===== src/sv/aldk_pkg.sv =====
// Package with shared types and fixed constants of the ladder keypad decoder.
package aldk_pkg;

	localparam int ADC_W       = 12;
	localparam int LEVEL_W     = 9;
	localparam int ADC_FULL_SH = 12;
	localparam int LEVEL_SCALE = 330;
	localparam int KEY_MAX     = 4;
	localparam int CFG_IDX_W   = 4;

	localparam logic [LEVEL_W-1:0] IDLE_LOW  = 9'd329;
	localparam logic [LEVEL_W-1:0] IDLE_HIGH = 9'd330;

	localparam int PRESS_W    = 8;
	localparam int RELEASE_W  = 9;
	localparam int HOLD_W     = 13;

	localparam logic [PRESS_W-1:0]   PRESS_MAX       = 8'd255;
	localparam logic [PRESS_W-1:0]   PRESS_THRESHOLD = 8'd3;
	localparam logic [RELEASE_W-1:0] CLEAR_TICKS     = 9'd500;
	localparam int BREATHE_START  = 6000;
	localparam int BREATHE_PERIOD = 1000;
	localparam int ARM_TICKS      = 8000;
	localparam int BREATHE_STEPS  = (ARM_TICKS - BREATHE_START) / BREATHE_PERIOD;

	typedef struct packed {
		logic [KEY_MAX-1:0] press;
		logic [KEY_MAX-1:0] in_win;
		logic [KEY_MAX-1:0] unlatch;
	} scan_res_t;

endpackage


===== src/sv/aldk_scan.sv =====
// Per-key window scan over the shared averaging buffer for one sample level.
module aldk_scan import aldk_pkg::*; #(
	parameter int KEY_COUNT     = 4,
	parameter int AVERAGE_DEPTH = 10,
	parameter int SLOT_W        = 4,
	parameter int SUM_W         = 12,
	parameter int LIM_W         = 13
) (
	input  logic [LEVEL_W-1:0] level,
	input  logic [SLOT_W-1:0]  slot,
	input  logic [SUM_W-1:0]   prefix,
	input  logic [KEY_MAX-1:0] latched,
	input  logic [LEVEL_W-1:0] win_lo [KEY_COUNT],
	input  logic [LEVEL_W-1:0] win_hi [KEY_COUNT],
	input  logic [LIM_W-1:0]   sum_lo [KEY_COUNT],
	input  logic [LIM_W-1:0]   sum_hi [KEY_COUNT],
	output logic [SLOT_W-1:0]  slot_next,
	output logic [SUM_W-1:0]   prefix_next,
	output scan_res_t          res
);

	always_comb begin
		logic [SLOT_W-1:0] s;
		logic [SUM_W-1:0]  p;
		logic [SUM_W-1:0]  total;
		logic              idle;
		s = slot;
		p = prefix;
		total = '0;
		res = '0;
		idle = (level >= IDLE_LOW) && (level <= IDLE_HIGH);
		for (int k = 0; k < KEY_COUNT; k++) begin
			if ((level >= win_lo[k]) && (level <= win_hi[k])) begin
				res.in_win[k] = 1'b1;
				if (s == SLOT_W'(AVERAGE_DEPTH - 1)) begin
					// The buffer holds the prefix plus this level once it fills.
					total = p + SUM_W'(level);
					s = '0;
					p = '0;
					if ((LIM_W'(total) >= sum_lo[k]) && (LIM_W'(total) < sum_hi[k])
							&& !latched[k]) begin
						res.press[k] = 1'b1;
					end
				end else begin
					s = SLOT_W'(s + 1'b1);
					p = p + SUM_W'(level);
				end
			end else if (idle) begin
				res.unlatch[k] = 1'b1;
			end
		end
		slot_next = s;
		prefix_next = p;
	end

endmodule


===== src/sv/adc_ladder_key_decoder.sv =====
// Top level of the resistor-ladder keypad decoder with press, breathe and reset logic.
//
// One ADC sample is accepted per clock while sample_stall is low; the input stage
// registers the scaled level, and the state stage then scans the key windows, updates
// the buffer and counters and loads the result register that drives the outputs.
// The sustained rate is one sample per cycle, limited only by result stalls. The
// configuration port is always ready; window registers must be written while no sample
// is in flight. The averaging buffer is kept as a running sum of the samples written
// since it last wrapped, so a full-buffer mean check is a compare of that sum against
// window bounds scaled by the buffer depth.
module adc_ladder_key_decoder import aldk_pkg::*; #(
	parameter int KEY_COUNT     = 4,
	parameter int AVERAGE_DEPTH = 10
) (
	input  logic                 clk,
	input  logic                 arst_n,
	input  logic                 sample_valid,
	output logic                 sample_stall,
	input  logic [ADC_W-1:0]     adc_code,
	output logic                 result_valid,
	input  logic                 result_stall,
	output logic [KEY_MAX-1:0]   press_mask,
	output logic [KEY_MAX-1:0]   indicator_mask,
	output logic                 breathe_event,
	output logic                 breathe_on,
	output logic                 factory_reset,
	input  logic                 cfg_valid,
	output logic                 cfg_ready,
	input  logic [CFG_IDX_W-1:0] cfg_index,
	input  logic [LEVEL_W-1:0]   cfg_data
);

	localparam int SLOT_W = (AVERAGE_DEPTH > 1) ? $clog2(AVERAGE_DEPTH) : 1;
	localparam int SUM_W  = $clog2(AVERAGE_DEPTH * 329 + 1);
	localparam int LIM_W  = $clog2(AVERAGE_DEPTH * 512 + 1);
	localparam int PROD_W = ADC_W + LEVEL_W;

	logic [LEVEL_W-1:0] win_lo_q [KEY_COUNT];
	logic [LEVEL_W-1:0] win_hi_q [KEY_COUNT];
	logic [LIM_W-1:0]   sum_lo_q [KEY_COUNT];
	logic [LIM_W-1:0]   sum_hi_q [KEY_COUNT];

	logic               valid_s1;
	logic [LEVEL_W-1:0] level_s1;
	logic [PROD_W-1:0]  scaled;
	logic               out_free;
	logic               adv;

	logic [SLOT_W-1:0]    slot_q;
	logic [SUM_W-1:0]     prefix_q;
	logic [KEY_MAX-1:0]   latched_q;
	logic [KEY_MAX-1:0]   indicator_q;
	logic [PRESS_W-1:0]   presses_q;
	logic [RELEASE_W-1:0] release_q;
	logic [HOLD_W-1:0]    hold_q;
	logic                 breathe_q;
	logic                 armed_q;

	logic                 result_valid_q;
	logic [KEY_MAX-1:0]   press_q;
	logic [KEY_MAX-1:0]   ind_out_q;
	logic                 bevent_q;
	logic                 bon_q;
	logic                 fire_q;

	logic [SLOT_W-1:0]    slot_n;
	logic [SUM_W-1:0]     prefix_n;
	scan_res_t            scan;

	logic [KEY_MAX-1:0]   latched_n;
	logic [KEY_MAX-1:0]   indicator_n;
	logic [PRESS_W-1:0]   presses_n;
	logic [RELEASE_W-1:0] release_n;
	logic [HOLD_W-1:0]    hold_n;
	logic                 breathe_n;
	logic                 armed_n;
	logic                 bevent_n;
	logic                 fire_n;
	logic                 held;

	assign cfg_ready = 1'b1;

	always_ff @(posedge clk or negedge arst_n) begin
		if (!arst_n) begin
			for (int k = 0; k < KEY_COUNT; k++) begin
				win_lo_q[k] <= '0;
				win_hi_q[k] <= '0;
				sum_lo_q[k] <= '0;
				sum_hi_q[k] <= LIM_W'(AVERAGE_DEPTH);
			end
		end else if (cfg_valid && (cfg_index < CFG_IDX_W'(2 * KEY_COUNT))) begin
			for (int k = 0; k < KEY_COUNT; k++) begin
				if (cfg_index[CFG_IDX_W-1:1] == (CFG_IDX_W-1)'(k)) begin
					if (cfg_index[0]) begin
						win_hi_q[k] <= cfg_data;
						sum_hi_q[k] <= LIM_W'((LIM_W'(cfg_data) + 1'b1) * LIM_W'(AVERAGE_DEPTH));
					end else begin
						win_lo_q[k] <= cfg_data;
						sum_lo_q[k] <= LIM_W'(LIM_W'(cfg_data) * LIM_W'(AVERAGE_DEPTH));
					end
				end
			end
		end
	end

	assign out_free     = !result_valid_q || !result_stall;
	assign sample_stall = valid_s1 && !out_free;
	assign adv          = valid_s1 && out_free;
	assign scaled       = PROD_W'(adc_code) * PROD_W'(LEVEL_SCALE);

	always_ff @(posedge clk or negedge arst_n) begin
		if (!arst_n) begin
			valid_s1 <= 1'b0;
		end else if (!sample_stall) begin
			valid_s1 <= sample_valid;
		end
	end

	always_ff @(posedge clk) begin
		if (sample_valid && !sample_stall) begin
			level_s1 <= scaled[ADC_FULL_SH +: LEVEL_W];
		end
	end

	aldk_scan #(
		.KEY_COUNT     (KEY_COUNT),
		.AVERAGE_DEPTH (AVERAGE_DEPTH),
		.SLOT_W        (SLOT_W),
		.SUM_W         (SUM_W),
		.LIM_W         (LIM_W)
	) u_scan (
		.level       (level_s1),
		.slot        (slot_q),
		.prefix      (prefix_q),
		.latched     (latched_q),
		.win_lo      (win_lo_q),
		.win_hi      (win_hi_q),
		.sum_lo      (sum_lo_q),
		.sum_hi      (sum_hi_q),
		.slot_next   (slot_n),
		.prefix_next (prefix_n),
		.res         (scan)
	);

	always_comb begin
		logic [HOLD_W-1:0] h;
		h = hold_q;
		held = scan.in_win[0];
		latched_n = (latched_q & ~scan.unlatch) | scan.press;
		indicator_n = indicator_q ^ scan.press;
		presses_n = presses_q;
		release_n = release_q;
		hold_n = hold_q;
		breathe_n = breathe_q;
		armed_n = armed_q;
		bevent_n = 1'b0;
		if (scan.press[0]) begin
			if (presses_q != PRESS_MAX) begin
				presses_n = presses_q + 1'b1;
			end
			release_n = '0;
		end
		if (presses_n != '0) begin
			if ((presses_n >= PRESS_THRESHOLD) && held) begin
				h = hold_n + 1'b1;
				hold_n = h;
				for (int j = 0; j <= BREATHE_STEPS; j++) begin
					if (h == HOLD_W'(BREATHE_START + j * BREATHE_PERIOD)) begin
						bevent_n = 1'b1;
					end
				end
				if (bevent_n) begin
					breathe_n = !breathe_q;
				end
				if (h >= HOLD_W'(ARM_TICKS)) begin
					hold_n = '0;
					armed_n = 1'b1;
				end
			end
			if (!held) begin
				release_n = release_n + 1'b1;
				if (release_n >= CLEAR_TICKS) begin
					hold_n = '0;
					release_n = '0;
					presses_n = '0;
				end
			end
		end
		fire_n = armed_n && !held;
	end

	always_ff @(posedge clk or negedge arst_n) begin
		if (!arst_n) begin
			slot_q      <= '0;
			prefix_q    <= '0;
			latched_q   <= '0;
			indicator_q <= '0;
			presses_q   <= '0;
			release_q   <= '0;
			hold_q      <= '0;
			breathe_q   <= 1'b0;
			armed_q     <= 1'b0;
		end else if (adv) begin
			if (fire_n) begin
				slot_q      <= '0;
				prefix_q    <= '0;
				latched_q   <= '0;
				indicator_q <= '0;
				presses_q   <= '0;
				release_q   <= '0;
				hold_q      <= '0;
				breathe_q   <= 1'b0;
				armed_q     <= 1'b0;
			end else begin
				slot_q      <= slot_n;
				prefix_q    <= prefix_n;
				latched_q   <= latched_n;
				indicator_q <= indicator_n;
				presses_q   <= presses_n;
				release_q   <= release_n;
				hold_q      <= hold_n;
				breathe_q   <= breathe_n;
				armed_q     <= armed_n;
			end
		end
	end

	always_ff @(posedge clk or negedge arst_n) begin
		if (!arst_n) begin
			result_valid_q <= 1'b0;
		end else if (out_free) begin
			result_valid_q <= valid_s1;
		end
	end

	always_ff @(posedge clk) begin
		if (adv) begin
			press_q   <= scan.press;
			ind_out_q <= indicator_n;
			bevent_q  <= bevent_n;
			bon_q     <= bevent_n && breathe_n;
			fire_q    <= fire_n;
		end
	end

	assign result_valid   = result_valid_q;
	assign press_mask     = press_q;
	assign indicator_mask = ind_out_q;
	assign breathe_event  = bevent_q;
	assign breathe_on     = bon_q;
	assign factory_reset  = fire_q;

endmodule


===== config.mk =====
export PLATFORM = sky130hd
export DESIGN_NAME = adc_ladder_key_decoder
export DESIGN_NICKNAME = d
export VERILOG_FILES = /design/src/sv/aldk_pkg.sv /design/src/sv/aldk_scan.sv /design/src/sv/adc_ladder_key_decoder.sv
export SDC_FILE = /design/constraint.sdc
export NUM_CORES = 1
export LEC_CHECK = 0
export BUFFER_PORTS_ARGS = -buffer_cell sky130_fd_sc_hd__clkbuf_2
export CORE_UTILIZATION = 55
export CTS_BUF_LIST = sky130_fd_sc_hd__clkbuf_4 sky130_fd_sc_hd__clkbuf_8 sky130_fd_sc_hd__clkbuf_16
export DETAILED_ROUTE_END_ITERATION = 12
export PLACE_DENSITY = 0.68
export SYNTH_ARGS = -nofsm -noshare
export SYNTH_HDL_FRONTEND = slang
export SYNTH_SLANG_ARGS = --single-unit

===== constraint.sdc =====
create_clock -name clk -period 16.1 [get_ports clk]
set_clock_uncertainty 0.05 [all_clocks]
set_input_delay 3.22 -clock clk [delete_from_list [all_inputs] [get_ports clk]]
set_output_delay 3.22 -clock clk [all_outputs]
set_load 0.02 [all_outputs]

**Word level (Yosys, flattened, before mapping)**

Index checks and enable logic that the tools add are counted.

- Word-level logic and storage cells: 199
- Register bits: 246
- Input bits: 30
- Output and inout port bits: 14

- Equality and inequality tests: 11
- $mul: 3
- Multiplexer cells: 70
- $add $sub $neg: 12
- Bitwise operators: 5
- Reductions and logical operators: 43
- $lt $le $gt $ge: 22

Operator list:

| operator | count |
|---|---|
| $mux 12 | 9 |
| $mux 13 | 6 |
| $ge 12x13->1 | 4 |
| $lt 12x13->1 | 4 |
| $add 12x9->12 | 4 |
| $mux 8 | 6 |
| $mux 9 | 5 |
| $mux 4 | 11 |
| $eq 13x13->1 const B | 3 |
| $ge 9x9->1 | 4 |
| $le 9x9->1 | 4 |
| $mux 1 | 33 |
| $reduce_and 3->1 | 8 |
| $logic_and 1x1->1 | 20 |
| $mul 12x8->20 const B | 1 |
| $ge 9x9->1 const B | 2 |
| $add 4x1->4 const B | 4 |
| $eq 4x4->1 const B | 4 |
| $add 13x1->13 const B | 1 |
| $ge 13x13->1 const B | 1 |
| $mul 10x3->12 const B | 1 |
| $mul 9x3->12 const B | 1 |
| $add 9x1->10 const B | 1 |
| $logic_not 1->1 | 10 |
| 18 further kinds | 19 |

**Logic depth before layout (Yosys ltp)**

- Depth after elaboration: 18
- Gate-level depth with buffers: 42
- Mapped depth without buffers: 40

**Modules after synthesis**

From an unflattened synthesis, not the netlist that was laid out.

- Cell total of the unflattened synthesis: 2160
- Area, all modules: 19443.6 um^2

Modules (own cells, without submodules):

| module | cells an instance | sequential area each (um^2) | area each (um^2) | instances |
|---|---|---|---|---|
| adc_ladder_key_decoder | 1164 | 6065.8 | 12271.8 | 1 |
| aldk_scan | 996 | 0.0 | 7171.9 | 1 |

**Worst setup path after synthesis**

Ideal clock, no wire load.

- Path kind: register to register
- Start: register level_s1[6]
- End: register ind_out_q[3], in the netlist indicator_mask[3], data pin
- Setup time: 0.258 ns
- Stages on the path, launching flop included: 40
- Arrival time: 7.457 ns
- Data required time: 15.792 ns
- Buffers on the path: 1
- Setup slack: 8.335 ns
- Path through: edfxtp_1 -> ha_1 -> a211oi_2 -> nor2_1 -> or4b_4 -> a22o_4 -> nor2_1 -> mux2_2 -> ha_1 -> o31ai_2 -> a211o_2 -> clkbuf_1 -> nand3_1 -> nand2_1 -> ha_1 -> fa_1 -> inv_1 -> o21ai_0 -> [... 4 more ...] -> a21oi_1 -> o21ai_0 -> a21oi_1 -> o21bai_1 -> a21o_1 -> a21o_1 -> a21oi_1 -> inv_1 -> nand3_1 -> xnor2_1 -> ha_1 -> nand3_1 -> nor4_1 -> nor3_1 -> nand2_1 -> nand3_2 -> or2_4 -> xnor2_1

- Word-level cells in the longest chain between the ends: 17
- Elaborated cells between the ends (all ways): 40
- Those cells by class: add/sub (6); order compare (10); eq/ne (3); mux (14); bitwise (1); reduce/logical (6)

Ends and longest elaborated chain:

| what | RTL line | source |
|---|---|---|
| start, declared | adc_ladder_key_decoder.sv:44 | `logic [LEVEL_W-1:0] level_s1;` |
| start signal, assigned | adc_ladder_key_decoder.sv:121 | `level_s1 <= scaled[ADC_FULL_SH +: LEVEL_W];` |
| $add 12x9->12 (tied with other cells) | aldk_scan.sv:46 | `p = p + SUM_W'(level);` |
| $mux 12 or $logic_and 1x1->1 (tied branches) | aldk_scan.sv:35, aldk_scan.sv:33 |  |
| $mux 12 or $mux 4 (tied branches) | aldk_scan.sv:33 | `if ((level >= win_lo[k]) && (level <= win_hi[k])) begin` |
| $add 12x9->12 (tied with other cells) | aldk_scan.sv:46 |  |
| $mux 12 or $mux 4 (tied branches) | aldk_scan.sv:35 | `if (s == SLOT_W'(AVERAGE_DEPTH - 1)) begin` |
| $mux 12 or $mux 4 (tied branches) | aldk_scan.sv:33 |  |
| $add 12x9->12 or $eq 4x4->1 (tied branches) | aldk_scan.sv:46, aldk_scan.sv:35 |  |
| $mux 12 | aldk_scan.sv:35 |  |
| [... 2 more ...] | -- |  |
| $ge 12x13->1 or $lt 12x13->1 (tied branches) | aldk_scan.sv:40 | `if ((LIM_W'(total) >= sum_lo[k]) && (LIM_W'(total) < sum_hi[k])` |
| $logic_and 1x1->1 | aldk_scan.sv:40 |  |
| $logic_and 1x1->1 | aldk_scan.sv:41 | `&& !latched[k]) begin` |
| $mux 1 | aldk_scan.sv:40 |  |
| $mux 1 | aldk_scan.sv:35 |  |
| $mux 1 (*) | aldk_scan.sv:33 |  |
| $xor 4x4->4 (*) | adc_ladder_key_decoder.sv:150 | `indicator_n = indicator_q ^ scan.press;` |
| via indicator_n[3] | adc_ladder_key_decoder.sv:71 | `logic [KEY_MAX-1:0] indicator_n;` |
| end signal, assigned | adc_ladder_key_decoder.sv:239 | `ind_out_q <= indicator_n;` |
| end, declared | adc_ladder_key_decoder.sv:61 | `logic [KEY_MAX-1:0] ind_out_q;` |

The timed path passes the listed nets; every way through them passes the cells marked *.
A chain may end at the register's enable or synchronous reset.

**Worst setup path after layout**

Ends and elaborated chain as after synthesis.

==> results.yml <==
run_status:
  status: "finished clean"
clocking:
  cts_buffers: 29
  clock_path_buffers: 3
  ctsResizeCount: 0
  hold_buffers: 0
  cts_setup_buffers: 0
  cts_sinks: 238
  insertion_delay_ns: 0.57
  cts_tree: "built"
  cts_root_buf: "clkbuf_16"
  ctsHtreeMaxLevel: 1
  clk_pin_slew_worst_paths_ns: 0.06
global_routing:
  grt_pass1_vias: 15485
  grt.total_usage_pct: 29.51
  grt_max_degree: 111
  grt_pass1_wl_um: 81740
  grt-ovfl-total: 0
  antenna_found_initial: 0
floorplan:
  die-width_um: 187.7
  rows: 67
  core-area_um2: 33700
  io_pins: 44
  start_util_pct: 56.29
  die_y_um: 187.7
  dieArea_um2: 35240
worst_setup_path:
  max_stage_delay_ns: 0.79
  cp.arrival_ns: 9.68
  worst_setup_path_start_kind: "flop"
  cp_max_fo: 26
  cpMaxStageDelayCell: "nor3_2"
  cp-end-kind: "flop"
  setup.worst_path.class: "reg2reg"
  crit_top_cell: "ha_1"
  required_ns: 16.37
placement:
  portBuffers: 42
  dp.cells: 2508
  place_area_um2: 19640
  dp_slack_ns: 6.916
  hpwlAfterDp_um: 38450
  routabilityCongestion: 0.9390
finish:
  diodes: 0
  drive_gt1_share_pct: 11.78
  final_area_um2: 20680
  nNetsFinal: 2431
  syn2layout_area_growth_pct: 9.016
  final_cells: 2562
yosys:
  synthTopCellsByArea: "dfrtp_1 (28%), ha_1 (19%), mux2_2 (5.8%)"
  yosys_warnings: 0
  ys_ff_latch: 238
  async_flop_share_pct: 91.60
  yosys.area.top_type: "dfrtp_1"
  synth_top_area_share_pct: 27.70
  synthTopCellsByCount: "ha_1 (291), inv_1 (232), dfrtp_1 (210)"
  yosysSeqAreaShare_pct: 31.97
  yosysUniqueCellTypes: 94
  synth_most_common_cell: "ha_1"
  syn_avg_cell_area_um2: 9.178
  netlist_area_um2: 18970
  synth_edf_count: 20
  netlist_instances: 2067
  synthesis.nets: 2407
  yosys_most_used_dff: "dfrtp_1"
routing:
  drc_errors: 0
  first_pass_iters: 5
  routed_wl_um: 50970
  postRouteAntennaNets: 0
  first_iter_violations: 867
  wl_per_cell_um: 19.90
  routed_via_density: 5.959
  route.vias.total: 15268
timing:
  finalSetupTns_ns: 0
  worst_pin_slew_ns: 1.203
  slew_headroom_pct: 19.64
  layout_min_cycle_time_ns: 9.408
  setup_viol: 0
  report.final.slew_viol_count: 0
  timing.fmax_ghz: 0.1063
  rsz0062_at_grt: "false"
  finalCritPeriodShare_pct: 58.44
  worst_slack_ns: 6.692
  hold_viol: 0
job:
  max-cap-violations: 0
hold_path:
  hp-class: "reg2reg"
==> stage by stage <==
| stage | hold WS, ns | utilization, % |
|---|---|---|
| after floorplan | 0.3998 | - |
| after global placement | 0.4145 | 58.28 |
| after detailed placement | 0.4234 | 58.28 |
| after CTS | 0.4324 | 61.37 |
| after global routing | 0.4407 | 61.37 |
| final | 0.4310 | 61.37 |
==> cell type report <==
| class | count | area, um^2 |
|---|---|---|
| inverters | 235 | 882.1 |
| multi-input cells | 1528 | 11790 |
| repair buffers | 59 | 347.8 |
| clock buffers | 33 | 779.5 |
| well taps | 448 | 560.5 |
| fillers | 2909 | 13020 |
| flip-flops and latches | 238 | 6066 |
| clock inverters | 21 | 260.3 |
==> layout by cell type, fill, tap and decap left out, types with 19 or more instances in the layout <==
cell       netlist  layout
nor2b_1         23      23
edfxtp_1        20      20
mux2_2          97      97
ha_1           291     291
nand2b_1        20      20
clkbuf_2         1      41
and3_1          23      23
dfrtp_1        210     210
a21oi_1        124     123
o21a_1          36      36
o21ai_0        144     143
clkbuf_16        0      30
xnor2_1         67      67
xor2_1          19      19
nor3_1          20      20
inv_1          232     232
fa_1            19      19
nor2_1         112     111
nand3_1         56      55
nand2_1        175     175
a21o_1          53      53
==> layer usage <==
metal / up-vias / wire length, um / part of all wire [%] / GRT usage [%]
li1: 7328 / - / - / -
met1: 7426 / 21570 / 42 / 37.13
met2: 401 / 24960 / 49 / 51.94
met3: 113 / 2153 / 4.2 / 2.583
met4: 0 / 2295 / 4.5 / 12.32
met5: - / 0 / 0 / 0
==> critical path: cells and delay by family, from the launching register on <==
family	cells	cell delay, ns
mux	1	0.31
buf+inv	2	0.20
fa+ha+maj	5	1.43
compound gates	15	3.34
flops	1	0.74
simple gates	12	2.83
xor+xnor	2	0.24
==> sequential cells by signal, summed over array words and instances (netlist names) <==
signal / cells
sum_hi_q: 48
breathe_q: 1
factory_reset: 1
result_valid: 1
win_lo_q: 36
indicator_q: 4
win_hi_q: 36
sum_lo_q: 40
breathe_on: 1
slot_q: 4
level_s1: 9
hold_q: 13
latched_q: 4
presses_q: 8
prefix_q: 12
indicator_mask: 4
release_q: 9
armed_q: 1
press_mask: 4
valid_s1: 1
breathe_event: 1
==> cells by family after synthesis <==
family	after synthesis	synth area share, %
muxes	114	6.655
adders and majority gates	310	21.20
other	1	0.01977
buffers and inverters	301	6.015
DFF	238	31.97
xor gates and xnor gates	86	3.970
and+or+nand+nor	512	13.31
AOI/OAI and AO/OA	505	16.86
==> final timing paths <==
path                            depth (start not counted)         start  slack [ns]                 to
worst max-delay path                                   37   level_s1[6]        6.69  indicator_mask[3]
worst min-delay path                                    2  sum_hi_q[14]        0.43       sum_hi_q[14]
max in group asynchronous                               2        arst_n       12.01       sum_lo_q[38]
worst min register to register                          2  sum_hi_q[14]        0.43       sum_hi_q[14]
worst max register to register                         37   level_s1[6]        6.69  indicator_mask[3]
min in group asynchronous                               1        arst_n        2.67        win_hi_q[2]
Power is left out: the tool's default activity adds up to more than one toggle a clock period on the data nets, which glitch-free logic cannot reach.
